==> src/sv/encvel_pkg.sv <==
// Shared constants, types and the microprogram of the encoder velocity estimator.
// Depends on nothing; every other file refers to it by scoped names.

package encvel_pkg;

  // scaling of the velocity result
  localparam int TICKS_PER_SECOND = 1000000;
  localparam int FRAC_BITS        = 8;

  localparam int TPS_W   = $clog2(TICKS_PER_SECOND + 1);
  localparam int MB_W    = (TPS_W > 17) ? TPS_W : 17;     // multiplier B operand
  localparam int PROD_W  = 32 + MB_W;
  localparam int NUM_W   = 32 + TPS_W + FRAC_BITS;         // dividend width
  localparam int HI_W    = NUM_W - 32;
  localparam int CMP_W   = (HI_W > 32) ? HI_W : 32;
  localparam int TERM_W  = 50;                             // signed filter term
  localparam int DIV_STEPS = 32;
  localparam int DIVC_W  = $clog2(DIV_STEPS);

  localparam logic [16:0] ONE_Q16   = 17'h10000;
  localparam logic [15:0] DECAY_Q16 = 16'd64881;

  localparam logic [1:0] DIR_NONE = 2'd0;
  localparam logic [1:0] DIR_FWD  = 2'd1;
  localparam logic [1:0] DIR_BACK = 2'd2;

  localparam logic CFG_ALPHA     = 1'b0;
  localparam logic CFG_MIN_TICKS = 1'b1;

  typedef logic [3:0] op_t;
  typedef logic [2:0] cond_t;
  typedef logic [3:0] step_t;

  // datapath operations
  localparam op_t OP_NOP       = 4'd0;
  localparam op_t OP_WAIT      = 4'd1;
  localparam op_t OP_EVAL      = 4'd2;
  localparam op_t OP_MUL_RATE  = 4'd3;
  localparam op_t OP_DIV_INIT  = 4'd4;
  localparam op_t OP_DIV_STEP  = 4'd5;
  localparam op_t OP_RATE_END  = 4'd6;
  localparam op_t OP_DECAY_MUL = 4'd7;
  localparam op_t OP_DECAY_END = 4'd8;
  localparam op_t OP_ZERO      = 4'd9;
  localparam op_t OP_FMUL1     = 4'd10;
  localparam op_t OP_FMUL2     = 4'd11;
  localparam op_t OP_FSUM      = 4'd12;
  localparam op_t OP_OUT       = 4'd13;

  // sequencer conditions
  localparam cond_t C_NEVER    = 3'd0;
  localparam cond_t C_ALWAYS   = 3'd1;
  localparam cond_t C_NO_INPUT = 3'd2;
  localparam cond_t C_ZERO     = 3'd3;
  localparam cond_t C_STILL    = 3'd4;
  localparam cond_t C_DIV_SAT  = 3'd5;
  localparam cond_t C_DIV_MORE = 3'd6;
  localparam cond_t C_OUT_BUSY = 3'd7;

  // program addresses
  localparam step_t S_WAIT      = 4'd0;
  localparam step_t S_EVAL      = 4'd1;
  localparam step_t S_CHK_ZERO  = 4'd2;
  localparam step_t S_CHK_STILL = 4'd3;
  localparam step_t S_MUL_RATE  = 4'd4;
  localparam step_t S_DIV_INIT  = 4'd5;
  localparam step_t S_DIV_STEP  = 4'd6;
  localparam step_t S_RATE_END  = 4'd7;
  localparam step_t S_DECAY_MUL = 4'd8;
  localparam step_t S_DECAY_END = 4'd9;
  localparam step_t S_ZERO      = 4'd10;
  localparam step_t S_FMUL1     = 4'd11;
  localparam step_t S_FMUL2     = 4'd12;
  localparam step_t S_FSUM      = 4'd13;
  localparam step_t S_OUT       = 4'd14;

  // hold: stay on the step while true; otherwise jump if jump is true, else advance
  typedef struct packed {
    op_t   op;
    cond_t hold;
    cond_t jump;
    step_t target;
  } uword_t;

  typedef struct packed {
    op_t op;
  } ctrl_t;

  typedef struct packed {
    logic no_input;
    logic zero_rate;
    logic still;
    logic div_sat;
    logic div_more;
    logic out_busy;
  } status_t;

  function automatic uword_t ucode_rom(input step_t s);
    uword_t w;
    case (s)
      S_WAIT:      w = '{OP_WAIT,      C_NO_INPUT, C_NEVER,   S_WAIT};
      S_EVAL:      w = '{OP_EVAL,      C_NEVER,    C_NEVER,   S_WAIT};
      S_CHK_ZERO:  w = '{OP_NOP,       C_NEVER,    C_ZERO,    S_ZERO};
      S_CHK_STILL: w = '{OP_NOP,       C_NEVER,    C_STILL,   S_DECAY_MUL};
      S_MUL_RATE:  w = '{OP_MUL_RATE,  C_NEVER,    C_NEVER,   S_WAIT};
      S_DIV_INIT:  w = '{OP_DIV_INIT,  C_NEVER,    C_DIV_SAT, S_RATE_END};
      S_DIV_STEP:  w = '{OP_DIV_STEP,  C_DIV_MORE, C_NEVER,   S_WAIT};
      S_RATE_END:  w = '{OP_RATE_END,  C_NEVER,    C_ALWAYS,  S_FMUL1};
      S_DECAY_MUL: w = '{OP_DECAY_MUL, C_NEVER,    C_NEVER,   S_WAIT};
      S_DECAY_END: w = '{OP_DECAY_END, C_NEVER,    C_ALWAYS,  S_FMUL1};
      S_ZERO:      w = '{OP_ZERO,      C_NEVER,    C_NEVER,   S_WAIT};
      S_FMUL1:     w = '{OP_FMUL1,     C_NEVER,    C_NEVER,   S_WAIT};
      S_FMUL2:     w = '{OP_FMUL2,     C_NEVER,    C_NEVER,   S_WAIT};
      S_FSUM:      w = '{OP_FSUM,      C_NEVER,    C_NEVER,   S_WAIT};
      S_OUT:       w = '{OP_OUT,       C_OUT_BUSY, C_ALWAYS,  S_WAIT};
      default:     w = '{OP_NOP,       C_NEVER,    C_ALWAYS,  S_WAIT};
    endcase
    return w;
  endfunction

endpackage

==> src/sv/encvel_sequencer.sv <==
// Microprogram sequencer: step counter, control ROM lookup and conditional jumps.
// Depends on encvel_pkg for the ROM, condition codes and the ctrl/status structs.

module encvel_sequencer (
  input  logic                clk,
  input  logic                rst_n,
  input  encvel_pkg::status_t status,
  output encvel_pkg::ctrl_t   ctrl
);

  encvel_pkg::step_t  step_r, step_nxt;
  encvel_pkg::uword_t word;
  logic               hold_hit, jump_hit;

  function automatic logic cond_eval(input encvel_pkg::cond_t c,
                                     input encvel_pkg::status_t st);
    logic r;
    case (c)
      encvel_pkg::C_NEVER:    r = 1'b0;
      encvel_pkg::C_ALWAYS:   r = 1'b1;
      encvel_pkg::C_NO_INPUT: r = st.no_input;
      encvel_pkg::C_ZERO:     r = st.zero_rate;
      encvel_pkg::C_STILL:    r = st.still;
      encvel_pkg::C_DIV_SAT:  r = st.div_sat;
      encvel_pkg::C_DIV_MORE: r = st.div_more;
      encvel_pkg::C_OUT_BUSY: r = st.out_busy;
      default:                r = 1'b0;
    endcase
    return r;
  endfunction

  assign word     = encvel_pkg::ucode_rom(step_r);
  assign hold_hit = cond_eval(word.hold, status);
  assign jump_hit = cond_eval(word.jump, status);
  assign ctrl.op  = word.op;

  always_comb begin
    if (hold_hit) begin
      step_nxt = step_r;
    end else if (jump_hit) begin
      step_nxt = word.target;
    end else begin
      step_nxt = step_r + 4'd1;
    end
  end

  always_ff @(posedge clk) begin
    if (!rst_n) begin
      step_r <= encvel_pkg::S_WAIT;
    end else begin
      step_r <= step_nxt;
    end
  end

endmodule

==> src/sv/encvel_datapath.sv <==
// Datapath: input capture, motion classification, shared multiplier, serial divider,
// decay and alpha filter, output register. Driven by ctrl from encvel_sequencer.
// Depends on encvel_pkg for widths, constants and the ctrl/status structs.

module encvel_datapath (
  input  logic                clk,
  input  logic                rst_n,
  input  encvel_pkg::ctrl_t   ctrl,
  output encvel_pkg::status_t status,
  input  logic [16:0]         alpha,
  input  logic [15:0]         min_ticks,
  input  logic                in_valid,
  output logic                in_stall,
  input  logic signed [31:0]  in_count,
  input  logic [31:0]         in_timestamp,
  input  logic                in_restart,
  output logic                out_valid,
  input  logic                out_stall,
  output logic signed [31:0]  out_filtered_velocity,
  output logic signed [31:0]  out_raw_velocity,
  output logic [1:0]          out_direction
);

  localparam int PW = encvel_pkg::PROD_W;
  localparam int TW = encvel_pkg::TERM_W;

  // captured word
  logic [31:0] cnt_r, ts_r;
  logic        restart_r;

  // persistent state
  logic        started_r;
  logic [31:0] last_count_r, last_time_r;
  logic [1:0]  last_dir_r;
  logic [31:0] raw_r, filt_r;

  // per-word working registers
  logic        moved_r, zero_r, neg_r;
  logic [31:0] mag_r, elapsed_r;
  logic [PW-1:0] prod_r;
  logic [31:0] rem_r, qn_r;
  logic [encvel_pkg::DIVC_W-1:0] divc_r;
  logic [TW-1:0] term_r;

  logic        out_valid_r;
  logic [31:0] out_filt_r, out_raw_r;
  logic [1:0]  out_dir_r;

  logic        accept, out_busy, out_load;

  // classification
  logic        fresh, moved, turned, small_gap;
  logic [31:0] base_cnt, base_time, elapsed;
  logic [1:0]  base_dir, new_dir;
  logic [32:0] diff;

  // multiplier
  logic [31:0]          mul_a;
  logic [encvel_pkg::MB_W-1:0] mul_b;
  logic [PW-1:0]        prod_nxt;
  logic [16:0]          a_eff, w1;
  logic [31:0]          abs_raw, abs_filt;

  // divider
  logic [encvel_pkg::NUM_W-1:0] num;
  logic [encvel_pkg::HI_W-1:0]  num_hi;
  logic        div_sat;
  logic [32:0] trial;
  logic        ge;

  // filter
  logic [TW-1:0] term_nxt, sum;
  logic [TW-1:0] sum_mag, sum_rnd;
  logic [31:0]   fmag;
  logic [31:0]   dmag;

  assign in_stall = !rst_n || (ctrl.op != encvel_pkg::OP_WAIT);
  assign accept   = in_valid && !in_stall;
  assign out_busy = out_valid_r && out_stall;
  assign out_load = (ctrl.op == encvel_pkg::OP_OUT) && !out_busy;

  // --- classification of the captured sample
  assign fresh     = restart_r || !started_r;
  assign base_cnt  = fresh ? cnt_r : last_count_r;
  assign base_time = fresh ? ts_r : last_time_r;
  assign base_dir  = fresh ? encvel_pkg::DIR_NONE : last_dir_r;
  assign diff      = {cnt_r[31], cnt_r} - {base_cnt[31], base_cnt};
  assign moved     = (diff != 33'd0);
  assign new_dir   = diff[32] ? encvel_pkg::DIR_BACK : encvel_pkg::DIR_FWD;
  assign turned    = moved && (base_dir != new_dir);
  assign elapsed   = ts_r - base_time;
  assign small_gap = (elapsed == 32'd0) || (elapsed < {16'd0, min_ticks});

  // --- shared multiplier
  assign a_eff    = alpha[16] ? encvel_pkg::ONE_Q16 : alpha;   // weights above one clamp
  assign w1       = encvel_pkg::ONE_Q16 - a_eff;
  assign abs_raw  = raw_r[31] ? (~raw_r + 32'd1) : raw_r;
  assign abs_filt = filt_r[31] ? (~filt_r + 32'd1) : filt_r;

  always_comb begin
    case (ctrl.op)
      encvel_pkg::OP_MUL_RATE: begin
        mul_a = mag_r;
        mul_b = encvel_pkg::MB_W'(encvel_pkg::TICKS_PER_SECOND);
      end
      encvel_pkg::OP_DECAY_MUL: begin
        mul_a = abs_raw;
        mul_b = encvel_pkg::MB_W'(encvel_pkg::DECAY_Q16);
      end
      encvel_pkg::OP_FMUL1: begin
        mul_a = abs_raw;
        mul_b = encvel_pkg::MB_W'(w1);
      end
      default: begin
        mul_a = abs_filt;
        mul_b = encvel_pkg::MB_W'(a_eff);
      end
    endcase
  end

  assign prod_nxt = PW'(mul_a) * PW'(mul_b);

  // --- divider: quotient of num by elapsed, saturating when it needs more than 32 bits
  assign num     = encvel_pkg::NUM_W'(prod_r[31+encvel_pkg::TPS_W:0]) << encvel_pkg::FRAC_BITS;
  assign num_hi  = num[encvel_pkg::NUM_W-1:32];
  assign div_sat = (encvel_pkg::CMP_W'(num_hi) >= encvel_pkg::CMP_W'(elapsed_r));
  assign trial   = {rem_r, qn_r[31]};
  assign ge      = (trial >= {1'b0, elapsed_r});

  // --- filter terms, signed
  assign term_nxt = filt_r[31] ? (TW'(0) - TW'(prod_r[48:0])) : TW'(prod_r[48:0]);
  assign sum      = term_r + term_nxt;
  assign sum_mag  = sum[TW-1] ? (TW'(0) - sum) : sum;
  assign sum_rnd  = sum_mag + TW'(32768);
  assign fmag     = sum_rnd[47:16];
  assign dmag     = prod_r[47:16];

  assign status.no_input  = !in_valid;
  assign status.zero_rate = zero_r;
  assign status.still     = !moved_r;
  assign status.div_sat   = div_sat;
  assign status.div_more  = (divc_r != encvel_pkg::DIVC_W'(encvel_pkg::DIV_STEPS - 1));
  assign status.out_busy  = out_busy;

  // payload registers
  always_ff @(posedge clk) begin
    if (accept) begin
      cnt_r     <= in_count;
      ts_r      <= in_timestamp;
      restart_r <= in_restart;
    end
    if (ctrl.op == encvel_pkg::OP_EVAL) begin
      moved_r   <= moved;
      zero_r    <= turned || (moved && small_gap);
      neg_r     <= diff[32];
      mag_r     <= diff[32] ? 32'(~diff + 33'd1) : diff[31:0];
      elapsed_r <= elapsed;
      if (moved || fresh) begin
        last_count_r <= cnt_r;
        last_time_r  <= ts_r;
      end
    end
    case (ctrl.op)
      encvel_pkg::OP_MUL_RATE,
      encvel_pkg::OP_DECAY_MUL,
      encvel_pkg::OP_FMUL1,
      encvel_pkg::OP_FMUL2: prod_r <= prod_nxt;
      default: ;
    endcase
    if (ctrl.op == encvel_pkg::OP_FMUL2) begin
      // first term carries the sign of the raw velocity
      term_r <= raw_r[31] ? (TW'(0) - TW'(prod_r[48:0])) : TW'(prod_r[48:0]);
    end
    if (ctrl.op == encvel_pkg::OP_DIV_INIT) begin
      divc_r <= '0;
      if (div_sat) begin
        qn_r <= '1;
      end else begin
        rem_r <= 32'(num_hi);
        qn_r  <= num[31:0];
      end
    end
    if (ctrl.op == encvel_pkg::OP_DIV_STEP) begin
      divc_r <= divc_r + 1'b1;
      rem_r  <= ge ? 32'(trial - {1'b0, elapsed_r}) : trial[31:0];
      qn_r   <= {qn_r[30:0], ge};
    end
    if (out_load) begin
      out_filt_r <= filt_r;
      out_raw_r  <= raw_r;
      out_dir_r  <= last_dir_r;
    end
  end

  // control state and filter memory
  always_ff @(posedge clk) begin
    if (!rst_n) begin
      started_r   <= 1'b0;
      last_dir_r  <= encvel_pkg::DIR_NONE;
      raw_r       <= '0;
      filt_r      <= '0;
      out_valid_r <= 1'b0;
    end else begin
      case (ctrl.op)
        encvel_pkg::OP_EVAL: begin
          started_r  <= 1'b1;
          last_dir_r <= moved ? new_dir : base_dir;
        end
        encvel_pkg::OP_RATE_END: begin
          if (neg_r) begin
            raw_r <= (qn_r > 32'h8000_0000) ? 32'h8000_0000 : (~qn_r + 32'd1);
          end else begin
            raw_r <= qn_r[31] ? 32'h7FFF_FFFF : qn_r;
          end
        end
        encvel_pkg::OP_DECAY_END: raw_r <= raw_r[31] ? (~dmag + 32'd1) : dmag;
        encvel_pkg::OP_ZERO:      raw_r <= '0;
        encvel_pkg::OP_FSUM:      filt_r <= sum[TW-1] ? (~fmag + 32'd1) : fmag;
        default: ;
      endcase
      if (out_load) begin
        out_valid_r <= 1'b1;
      end else if (!out_stall) begin
        out_valid_r <= 1'b0;
      end
    end
  end

  assign out_valid             = out_valid_r;
  assign out_filtered_velocity = out_filt_r;
  assign out_raw_velocity      = out_raw_r;
  assign out_direction         = out_dir_r;

endmodule

==> src/sv/encoder_velocity_estimator_unit.sv <==
// Top level of the encoder velocity estimator: configuration registers,
// microprogram sequencer and datapath. Depends on encvel_pkg, encvel_sequencer
// and encvel_datapath.
//
//  channel  dir  handshake            payload
//  in       in   in_valid / in_stall  in_count, in_timestamp, in_restart
//  out      out  out_valid/out_stall  out_filtered_velocity, out_raw_velocity,
//                                     out_direction
//  cfg      in   cfg_wr_en            cfg_index, cfg_wdata (0 alpha, 1 min_ticks)
//
// One word at a time: when the count moved the same way the 32-step serial divider
// dominates; a saturating quotient skips its steps, and the decay path and forcing
// raw to zero skip it too. out_valid rises as the program returns to its wait step,
// and the next word can be taken from there.
// rst_n is synchronous; it clears state, sets alpha 0, min_ticks 1 and holds in_stall.
// in_stall is low only while the sequencer waits for a word; a result waits in the
// output register while the next word is taken, and the program holds its last
// step while out_stall keeps that register full.

module encoder_velocity_estimator_unit (
  input  logic               clk,
  input  logic               rst_n,
  input  logic               in_valid,
  output logic               in_stall,
  input  logic signed [31:0] in_count,
  input  logic [31:0]        in_timestamp,
  input  logic               in_restart,
  output logic               out_valid,
  input  logic               out_stall,
  output logic signed [31:0] out_filtered_velocity,
  output logic signed [31:0] out_raw_velocity,
  output logic [1:0]         out_direction,
  input  logic               cfg_wr_en,
  input  logic               cfg_index,
  input  logic [16:0]        cfg_wdata
);

  logic [16:0] alpha_r;
  logic [15:0] min_ticks_r;

  encvel_pkg::ctrl_t   ctrl;
  encvel_pkg::status_t status;

  always_ff @(posedge clk) begin
    if (!rst_n) begin
      alpha_r     <= '0;
      min_ticks_r <= 16'd1;
    end else if (cfg_wr_en) begin
      case (cfg_index)
        encvel_pkg::CFG_ALPHA:     alpha_r     <= cfg_wdata;
        encvel_pkg::CFG_MIN_TICKS: min_ticks_r <= cfg_wdata[15:0];
        default: ;
      endcase
    end
  end

  encvel_sequencer u_seq (
    .clk    (clk),
    .rst_n  (rst_n),
    .status (status),
    .ctrl   (ctrl)
  );

  encvel_datapath u_dp (
    .clk                   (clk),
    .rst_n                 (rst_n),
    .ctrl                  (ctrl),
    .status                (status),
    .alpha                 (alpha_r),
    .min_ticks             (min_ticks_r),
    .in_valid              (in_valid),
    .in_stall              (in_stall),
    .in_count              (in_count),
    .in_timestamp          (in_timestamp),
    .in_restart            (in_restart),
    .out_valid             (out_valid),
    .out_stall             (out_stall),
    .out_filtered_velocity (out_filtered_velocity),
    .out_raw_velocity      (out_raw_velocity),
    .out_direction         (out_direction)
  );

endmodule
==> config.mk <==
export PLATFORM = sky130hd
export DESIGN_NAME = encoder_velocity_estimator_unit
export DESIGN_NICKNAME = d
export VERILOG_FILES = /design/src/sv/encvel_pkg.sv /design/src/sv/encvel_sequencer.sv /design/src/sv/encvel_datapath.sv /design/src/sv/encoder_velocity_estimator_unit.sv
export SDC_FILE = /design/constraint.sdc
export NUM_CORES = 2
export LEC_CHECK = 0
export BUFFER_PORTS_ARGS = -buffer_cell sky130_fd_sc_hd__buf_2
export CORE_MARGIN = 2
export CORE_UTILIZATION = 30
export CTS_CLUSTER_SIZE = 30
export DETAILED_ROUTE_END_ITERATION = 7
export GPL_TIMING_DRIVEN = 1
export PLACE_DENSITY = 0.57
export SYNTH_ARGS = -nofsm -noshare
export SYNTH_HDL_FRONTEND = slang
export SYNTH_HIERARCHICAL = 1
export SYNTH_SLANG_ARGS = --single-unit
==> constraint.sdc <==
create_clock -name clk -period 9.09 [get_ports clk]
set_input_delay 1.818 -clock clk [delete_from_list [all_inputs] [get_ports clk]]
set_output_delay 1.818 -clock clk [all_outputs]
set_load 0.03 [all_outputs]
==> impl_metrics.json <==
{
  "period_share_pct": 104,
  "synth.top_cell.area_share_pct": 22.6,
  "grt_pass1_vias": 48587,
  "layout-drive-gt1-share_pct": 17.8,
  "drt_first_pass_iters": 6,
  "clock_latency_ns": 0.70,
  "rows": 160,
  "place_congestion": 0.981,
  "fmax_mhz": 106,
  "root_buffer": "clkbuf_16",
  "cts_tree": "built",
  "core_um2": 190000,
  "ios": 156,
  "synth.yosys.seq_area_share_pct": 26.7,
  "ys_ff_latch": 552,
  "yosysTopAreaCell": "edfxtp_1",
  "holdPathStages": 2,
  "worst_hold_path_type": "flop to flop",
  "rsz0062_at_grt": "true",
  "crit_arrival_ns": 9.86,
  "crit_path_max_incr_delay_ns": 0.55,
  "initial_core_util_pct": 30.2,
  "place_hpwl_um": 169000,
  "startpoint_type": "flop",
  "cts.reportedPaths.clkPinSlew_ns": 0.06,
  "slowest_stage": "fa_2",
  "avgRoutedWirePerCell_um": 21.5,
  "overflow": 0,
  "ys_top_cells_by_area": "edfxtp_1 (23%), fa_1 (18%), ha_1 (8.1%)",
  "period_minus_slack_ns": 9.42,
  "syn_nets": 7356,
  "drtAntennaViolNets": 0,
  "synthCells": 6366,
  "skew_ns": 0.0418,
  "min_to": "min_ticks_r[11]$_SDFFE_PN0P_",
  "drc": 0,
  "maxCapViolCount": 0,
  "worstMarginPinSlew_ns": 1.13,
  "antenna_found_initial": 8,
  "failed_checks": "negative setup slack",
  "fin_ws_ns": -0.327,
  "ff2ff_setup_slack_ns": -0.33,
  "outcome": "finished, violations left",
  "layout_common_cells": "nand2_1 (752), inv_1 (712), buf_4 (608), nor2_1 (577), fa_1 (518)",
  "ys_types": 129,
  "max-slew-margin-rel_pct": 24.5,
  "crit_buf_inv": 5,
  "nets": 7942,
  "hold_start": "min_ticks_r[11]$_SDFFE_PN0P_",
  "synth_area_per_cell_um2": 9.04,
  "avgViaCountPerCell": 5.11,
  "first_iter_violations": 3809,
  "cts_buffers": 70,
  "syn_area_um2": 57500,
  "largest_register_ffs": 52,
  "cp-startpoint": "u_dp/raw_r[11]$_SDFFE_PN0P_",
  "fin_hold_ws_ns": 0.459,
  "maxSlewViolCount": 0,
  "postSynth.asyncResetShare_pct": 0,
  "finalSetupTns_ns": -2.55,
  "h-tree-depth": 3,
  "endpoint_kind": "flop",
  "grt_first_pass_wirelength_um": 306000,
  "regMostFlops": "u_dp/prod_r",
  "worstPathMaxFanout": 4,
  "crit_family": "adder cells",
  "ff2ff_path_depth": 31,
  "clk_path_buf_depth": 3,
  "r2r-start": "u_dp/raw_r[11]$_SDFFE_PN0P_",
  "clock-sinks": 552,
  "grt_use_total_pct": 20.6,
  "critPathKind": "flop to flop",
  "setup_viol": 13,
  "r2r_end": "u_dp/prod_r[50]$_DFFE_PP_",
  "hold_buffers": 0,
  "grt_max_degree": 91,
  "top_regs": "u_dp/prod_r: 52 flops, u_dp/term_r: 50 flops",
  "routed_wirelength_um": 205000,
  "die_w_um": 442,
  "syn_to_final_growth_pct": 20.4,
  "post-route-util_pct": 36.4,
  "portBuffers": 155,
  "synth_edf_count": 433,
  "hold_violations": 0,
  "die_area_um2": 195000,
  "dr_total_vias": 48682,
  "crit_required_ns": 9.53,
  "yosys_warnings": 6,
  "layout_commonest_cell": "nand2_1",
  "dieHeight_um": 442,
  "synthFlopType": "edfxtp_1"
}
repair_timing:
item / 4_1_cts / 5_1_grt
resized for setup: 111 / 129
buffers inserted: 16 / 19
pin swaps: 91 / 110
endpoints found under the setup margin: 17 / 33
stage by stage:
stage	area, um2	instances	worst slack, ns
after detailed placement	65500	9357	-0.746
final	69300	9522	-0.327
after floorplan	57700	6366	-0.0320
after global routing	69300	9519	-0.624
after global placement	65500	9357	-0.663
after CTS	68500	9501	-0.322
area by class of cell:
class | instances | area, um2
inverters | 731 | 2750
clock buffers | 79 | 1790
clock inverters | 49 | 578
diodes | 3 | 7.51
multi-input cells | 4792 | 39500
well taps | 2511 | 3140
flip-flops and latches | 552 | 15400
repair buffers | 805 | 6060
fillers | 19245 | 121000
synth_stat cells, drive strengths merged (13+ instances only):
cell type  number
and3           40
a21o          106
o31a           17
dfxtp         119
mux2i         113
nor4           26
a21boi         19
edfxtp        433
o31ai          50
or2            25
nand2         769
a21oi         297
ha            373
o41ai          18
inv           730
nand3         111
o311ai         22
xnor2         335
or4            30
nand2b         54
a211oi         39
or3            95
o21ai         335
xor2          127
and2           54
nor2b          51
o21bai         22
o22ai          25
a2111oi        13
a221oi         30
nor2          609
o211ai         20
clkbuf        243
nor3          109
nand4          45
fa            529
a31oi          45
buf            48
o21a           43
worst min-delay path: cells and delay by family, from the launching register on:
kind / cells / cell delay [ns]
flops: 1 / 0.31
mux: 1 / 0.05
simple gates: 1 / 0.05
worst max path at each step:
stage / endpoint / cells past startpoint
after global routing: u_dp/prod_r[51]$_DFFE_PP_ / 39
after CTS: u_dp/prod_r[50]$_DFFE_PP_ / 32
final: u_dp/prod_r[50]$_DFFE_PP_ / 31
after detailed placement: u_dp/prod_r[51]$_DFFE_PP_ / 34
after floorplan: u_dp/prod_r[50]$_DFFE_PP_ / 31
after global placement: u_dp/prod_r[49]$_DFFE_PP_ / 36
cell families (layout without fill, tap and decap cells):
family                     after synthesis  in the layout  synth area share, %
other                                    0              3                    0
and+or+nand+nor                       2081           2081                 16.7
DFF                                    552            552                 26.7
adders and majority gates              902            902                 26.5
xor gates and xnor gates               463            463                 7.07
muxes                                  118            118                 2.06
buffers and inverters                 1022           1664                 6.88
AOI/OAI and AO/OA                     1228           1228                 14.0
layer usage:
metal  part of all wire [%]  vias up  GRT usage (%)
met1                     43    23999           26.6
met2                     46     1510           33.5
met4                    6.0        0           10.8
li1                       -    22822              -
met5                      0        -              0
met3                    5.4      351           2.67
Power is not shown: default switching activity piles up to over one toggle a cycle in this logic, so the estimate is an artifact.
